## src/hw/rtl/sacr_pkg.sv

```systemverilog
// ----------------------------------------------------------------------------
// sacr_pkg
// Shared types, constants and helpers for the random-replacement cache
// tag store.
// ----------------------------------------------------------------------------
package sacr_pkg;

    // default geometry
    localparam int SETS_DEF = 256;
    localparam int WAYS_DEF = 4;

    // address and tag widths
    localparam int ADDR_W = 32;
    localparam int TAG_W  = 32;

    // configuration port
    localparam int CFG_IDX_W = 4;
    localparam int CFG_DAT_W = 4;
    localparam logic [CFG_IDX_W-1:0] CFG_OFFSET_BITS = 4'd0;
    localparam logic [CFG_IDX_W-1:0] CFG_INDEX_BITS  = 4'd1;
    localparam logic [CFG_DAT_W-1:0] OFFSET_BITS_RST = 4'd5;
    localparam logic [CFG_DAT_W-1:0] INDEX_BITS_RST  = 4'd6;

    // remainder unit: dividend width and step counter width
    localparam int DIVD_W = 16;
    localparam int STEP_W = $clog2(DIVD_W);

    // random source
    localparam int          LFSR_W    = 16;
    localparam logic [15:0] LFSR_TAPS = 16'hB400;
    localparam logic [15:0] LFSR_SEED = 16'hACE1;

    // output way field
    localparam int WAY_OUT_W = 2;
    localparam int CNT_W     = 32;

    // sequencer states
    typedef enum logic [3:0] {
        ST_CLEAR,
        ST_IDLE,
        ST_MOD_SET,
        ST_SET_REM,
        ST_READ,
        ST_CMP,
        ST_MOD_WAY,
        ST_SCAN,
        ST_WRITE
    } t_state;

    // one galois step: shift right, fold taps in when a one drops out
    function automatic logic [LFSR_W-1:0] lfsr_step(input logic [LFSR_W-1:0] s);
        logic [LFSR_W-1:0] v;
        v = s >> 1;
        if (s[0]) begin
            v = v ^ LFSR_TAPS;
        end
        return v;
    endfunction

endpackage

```

## src/hw/rtl/sacr_rem_unit.sv

```systemverilog
// ----------------------------------------------------------------------------
// sacr_rem_unit
// Bit-serial restoring remainder unit, one dividend bit per cycle.
// ----------------------------------------------------------------------------
module sacr_rem_unit #(
    parameter int DIV_W = 9
) (
    input  logic                          i_clk,
    input  logic                          i_rst_n,
    input  logic                          i_load,
    input  logic [sacr_pkg::DIVD_W-1:0]   i_dividend,
    input  logic [DIV_W-1:0]              i_divisor,
    output logic                          o_done,
    output logic [DIV_W-1:0]              o_rem
);

    logic [sacr_pkg::DIVD_W-1:0] r_dvd;
    logic [DIV_W-1:0]            r_div;
    logic [DIV_W-1:0]            r_rem;
    logic [sacr_pkg::STEP_W-1:0] r_cnt;
    logic                        r_run;
    logic                        r_done;
    logic [DIV_W:0]              w_trial;
    logic [DIV_W:0]              w_next;

    // shift in next dividend bit, subtract divisor when it fits
    always_comb begin
        w_trial = {r_rem, r_dvd[sacr_pkg::DIVD_W-1]};
        if (w_trial >= {1'b0, r_div}) begin
            w_next = w_trial - {1'b0, r_div};
        end else begin
            w_next = w_trial;
        end
    end

    // control
    always_ff @(posedge i_clk) begin
        if (!i_rst_n) begin
            r_run  <= 1'b0;
            r_done <= 1'b0;
            r_cnt  <= '0;
        end else if (i_load) begin
            r_run  <= 1'b1;
            r_done <= 1'b0;
            r_cnt  <= '0;
        end else if (r_run) begin
            r_cnt <= r_cnt + 1'b1;
            if (r_cnt == {sacr_pkg::STEP_W{1'b1}}) begin
                r_run  <= 1'b0;
                r_done <= 1'b1;
            end
        end else begin
            r_done <= 1'b0;
        end
    end

    // datapath
    always_ff @(posedge i_clk) begin
        if (i_load) begin
            r_dvd <= i_dividend;
            r_div <= i_divisor;
            r_rem <= '0;
        end else if (r_run) begin
            r_dvd <= r_dvd << 1;
            r_rem <= w_next[DIV_W-1:0];
        end
    end

    assign o_done = r_done;
    assign o_rem  = r_rem;

endmodule

```

## config.mk

```make
export PLATFORM = sky130hd
export DESIGN_NAME = sacr_rem_unit
export DESIGN_NICKNAME = d
export VERILOG_FILES = /design/src/hw/rtl/sacr_pkg.sv /design/src/hw/rtl/sacr_rem_unit.sv
export SDC_FILE = /design/constraint.sdc
export NUM_CORES = 1
export LEC_CHECK = 0
export BUFFER_PORTS_ARGS = -buffer_cell sky130_fd_sc_hd__buf_2
export CAP_MARGIN = 5
export CELL_PAD_IN_SITES_DETAIL_PLACEMENT = 0
export CELL_PAD_IN_SITES_GLOBAL_PLACEMENT = 2
export CORE_MARGIN = 5
export CORE_UTILIZATION = 39
export CTS_CLUSTER_SIZE = 20
export DETAILED_ROUTE_END_ITERATION = 8
export GPL_ROUTABILITY_DRIVEN = 0
export PLACE_DENSITY = 0.88
export SLEW_MARGIN = 10
export SYNTH_ARGS = -nofsm -noshare
export SYNTH_HDL_FRONTEND = slang
export SYNTH_SLANG_ARGS = --single-unit
```

## constraint.sdc

```tcl
create_clock -name i_clk -period 3.54 [get_ports i_clk]
set_input_delay 0.708 -clock i_clk [delete_from_list [all_inputs] [get_ports i_clk]]
set_output_delay 0.708 -clock i_clk [all_outputs]
set_load 0.02 [all_outputs]
```

# Word level (Yosys, flattened, before mapping)
# Index checks and enable logic that the tools add are counted.
# word_totals
n_memories	0
register_bits	40
input_bits	28
elab_cells	21
rom_bits	0
mem_bits_rw	0
latchBits	0
# op_classes
n_mul	0
reduce_logical	3
n_bitwise	2
mux	6
shift	0
eq_ne	1
div_mod_pow	0
magnitude_cmp	1
addsub	2
# op_table
op	n
$mux 16	2
$ge 10x9->1	1
$mux 9	1
$sub 9x9->9	1
$add 4x1->4 const B	1
$eq 4x4->1 const B	1
$mux 1	3
$reduce_or 3->1	1
$not 1->1	2
$reduce_bool 2->1	1
$reduce_or 2->1	1

# Logic depth before layout (Yosys ltp)
# logic_depth
ltp_word	4
ltp_mapped	9
ltp_nobuf	9

# Least setup slack after synthesis
# No wires, ideal clock.
# synth_timing
path_kind	register to register
start	reg r_dvd[15] (netlist name)
end	reg r_rem[1], in the netlist o_rem[1]
arrival_time_ns	2.177
required_time_ns	3.454
slack_ns	1.277
path_stages_with_launch	10
path_cell_list	edfxtp_1 > inv_1 > ha_1 > inv_1 > fa_1 > a211oi_1 > o21a_1 > o211ai_2 > mux2i_1 > a211oi_1
# synth_via
elab_chain_len	2
word_cells_on_any_way	3
classes_between	add/sub (1); order compare (1); mux (1)
# synth_rtl
item	line	source
from (decl)	sacr_rem_unit.sv:17	logic [sacr_pkg::DIVD_W-1:0] r_dvd;
from (signal assigned)	sacr_rem_unit.sv:60	r_dvd <= i_dividend;
from (signal assigned)	sacr_rem_unit.sv:64	r_dvd <= r_dvd << 1;
$sub 9x9->9 or $ge 10x9->1 (tied branches)	sacr_rem_unit.sv:30, sacr_rem_unit.sv:29	
$mux 9 (*)	sacr_rem_unit.sv:29	if (w_trial >= {1'b0, r_div}) begin
to (signal assigned)	sacr_rem_unit.sv:65	r_rem <= w_next[DIV_W-1:0];
to (decl)	sacr_rem_unit.sv:19	logic [DIV_W-1:0] r_rem;
# Every way passes the cells marked *; elsewhere a longest branch is shown, timed or not.
# A chain may end at the register's enable or synchronous reset.

# Final worst setup path
# layout_timing
start	reg r_dvd[15] (netlist name)
end	reg r_rem[6], in the netlist o_rem[6]
# The elaborated chain is that of the path after synthesis.

==> summary.md <==
| Metric | Value |
|---|---|
| Fin worst setup slack | 1.03 ns |
| DRC | 0 |
| Initial core utilization | 40.3% |
| Initial antenna violation count | 0 |
| Setup TNS Final | 0 ns |
| Post-synthesis mux area share | 11.5% |
| Ports | 38 |
| Pre-CTS WS | 1.00 ns |
| Register bit total from synthesis | 40 |
| CTS sink cnt | 40 |
| CTS tree | done |
| Worst setup SP type | flip-flop |
| Ant diodes | 0 |
| Top cell type's share of synthesized area | 36.2% |
| Maximum Capacitance Violations | 0 |
| Die extent in y | 82.9 um |
| Share of cells above drive strength 1 | 29.8% |
| DRT Pass-1 Iters | 4 |
| Count of pins over their slew limit | 0 |
| GRT Total Usage | 11.7% |
| Final #Nets | 256 |
| Clock latency on the worst-skew pair | 0.28 ns |
| Adder-cell area share of the yosys netlist | 7.00% |
| Synth Area in Compound Gates | 11.7% |
| RSZ-0062 raised after global routing | no |
| Cts bufs inserted | 5 |
| Setup Skew | 0.00453 ns |
| Avg Cell Area, Syn | 11.6 sq um |
| Arrival time worst endpoint | 2.71 ns |
| Htree depth | 2 |
| Unique masters post-synth | 43 |
| Core Footprint | 5140 sq um |
| Crit Path Category | reg -> reg |
| Number of global-route vias before repair | 1433 |
| Number of enable flip-flop cells after synthesis | 25 |
| Post-Synth XOR/XNOR Area | 2.96% |
| Mapped Area | 2070 sq um |
| Die Wd | 82.9 um |
| Worst-path fanout max | 7 |
| Final period util | 70.8% |
| Fin. Hold Viols | 0 |
| Number of DRC markers in iteration 0 | 60 |
| Worst path required time | 3.74 ns |
| CTS clk-pin slew, worst paths | 0.07 ns |
| Post-CTS setup buffers | 0 |
| Hold Path Class | reg -> reg |
| Ys Warns | 0 |
| Worst slew margin | 63.5% |
| CP endpoint kind | flip-flop |
| Total Die Area | 6870 sq um |
| Max rail drop VDD | 0.000259 V |
| PD cells | 455 nW/um^2 |
| Sequential cell area fraction in the yosys report | 50.7% |
| Simple-gate share of the synthesized area | 12.5% |
| Post-synthesis async set-or-reset flop share | 0% |
| Fmax achieved | 399 MHz |
| Vias/cell | 4.97 |
| Outcome | finished, final reports clean |
| Routed wire length | 3820 um |
| Top cells by area, synth | edfxtp_1 36%, dfxtp_1 14%, mux2_2 8.2%, ha_1 6.0%, mux2i_1 3.4% |
| First-pass GRT wire length | 6560 um |
| Ys flop type | edfxtp_1 |
| Synth top cells by count | 25 x edfxtp_1, 17 x nor2_1, 15 x dfxtp_1, 15 x mux2_2, 11 x inv_1 |
| Clock Root Buffer | clkbuf_8 |
| Main combinational cell family by area after synthesis | simple AND/OR/NAND/NOR gates |
| # hold bufs at CTS | 0 |
| Worst-margin pin slew | 0.547 ns |
| Gate Count Post-Synth | 179 |
| Grt total ovfl | 0 |
| FP Rows | 26 |
| Number of I/O port buffers | 37 |
| Final HPWL from detailed placement | 2870 um |
| Fin crit period | 2.51 ns |
| Routed via count | 1431 |
| Yosys top cell by area | edfxtp_1 |
| Largest net degree at the start of global routing | 29 |
| Post-DR wirelength/cell | 13.3 um |
| Most numerous cell in the Yosys netlist | edfxtp_1 |
| Syn_nets | 218 |
| # setup viols final | 0 |
| Max Root-Sink Buffers | 2 |
| Fill count | 521 |
| Area Growth Syn to Fin | 16.2% |
| Lkg Pwr | 1.00 nW |
| Resized Gates After CTS | 0 |
| Final ANT Viol Nets | 0 |
## path summary, 6_finish.rpt
kind                                 from       end  cells after the start  slack, ns
worst min register to register   o_rem[2]  o_rem[2]                      2       0.51
worst max-delay path            r_dvd[15]  o_rem[6]                      9       1.03
worst max register to register  r_dvd[15]  o_rem[6]                      9       1.03
worst min-delay path             o_rem[2]  o_rem[2]                      2       0.51
## through the flow
step                instances  hold slack, ns  total power [W]  area [sq um]  util, %
finish                    288           0.509          0.00110          2410     46.8
global route              288           0.547          0.00117          2410     46.8
CTS                       288           0.513          0.00112          2410     46.8
detailed placement        280           0.497         0.000826          2330     45.3
global placement          280           0.497         0.000825          2330     45.3
floorplan                 179           0.487         0.000757          2070        -
## worst max-delay path, stage by stage, from the launching register on
cell and delay (ns):
edfxtp_1 0.39, inv_1 0.07, ha_1 0.15, inv_1 0.05, fa_1 0.39, a211oi_1 0.44
o21a_1 0.28, o211ai_2 0.23, mux2i_1 0.19, a211oi_1 0.23
## cells in the final DEF (no fill, tap or decap), types with 3 or more instances in the layout
cell and count:
nand3_1 4, a311oi_1 3, buf_2 37, dfxtp_1 15, mux2_2 15, nor2_1 17
inv_1 11, mux2i_1 7, a211oi_1 7, a21oi_1 7, nand2b_1 4, clkbuf_8 5
xor2_1 5, ha_1 10, edfxtp_1 25, o211ai_1 4, nand2_1 8
## power by group
| group | internal [W] | switching, W |
|---|---|---|
| logic | 0.000113 | 0.000140 |
| clock network | 0.000137 | 0.000147 |
| registers | 0.000540 | 0.0000195 |
## routing by layer
layer	routed length (um)	vias to the layer above	GRT usage, %
met2	1820	26	18.3
met5	0	-	0
met1	1760	663	14.7
met3	190	4	4.16
met4	45	0	4.90
li1	-	738	-
## registers in the layout, summed over array words and instances, names as in the netlist
register / count
r_cnt: 4
r_dvd: 16
o_done: 1
r_div: 9
r_run: 1
o_rem: 9
## logic make-up (layout without fill, tap and decap cells)
logic type / after synthesis / after routing
fa+ha+maj: 11 / 11
xor+xnor: 7 / 7
mux: 22 / 22
buf+inv: 19 / 58
compound gates: 32 / 32
flops: 40 / 40
simple gates: 48 / 48
## area by class of cell
class / count / area, sq um / share of cell area [%]
timing repair buffer: 39 / 200 / 8.32
clock inverter: 1 / 3.75 / 0.156
tap: 70 / 87.6 / 3.64
inverter: 11 / 41.3 / 1.72
clock buffer: 7 / 76.3 / 3.17
multi-input combinational: 120 / 947 / 39.3
sequential: 40 / 1050 / 43.7
Note: power is estimated with default switching activity, not from simulation.
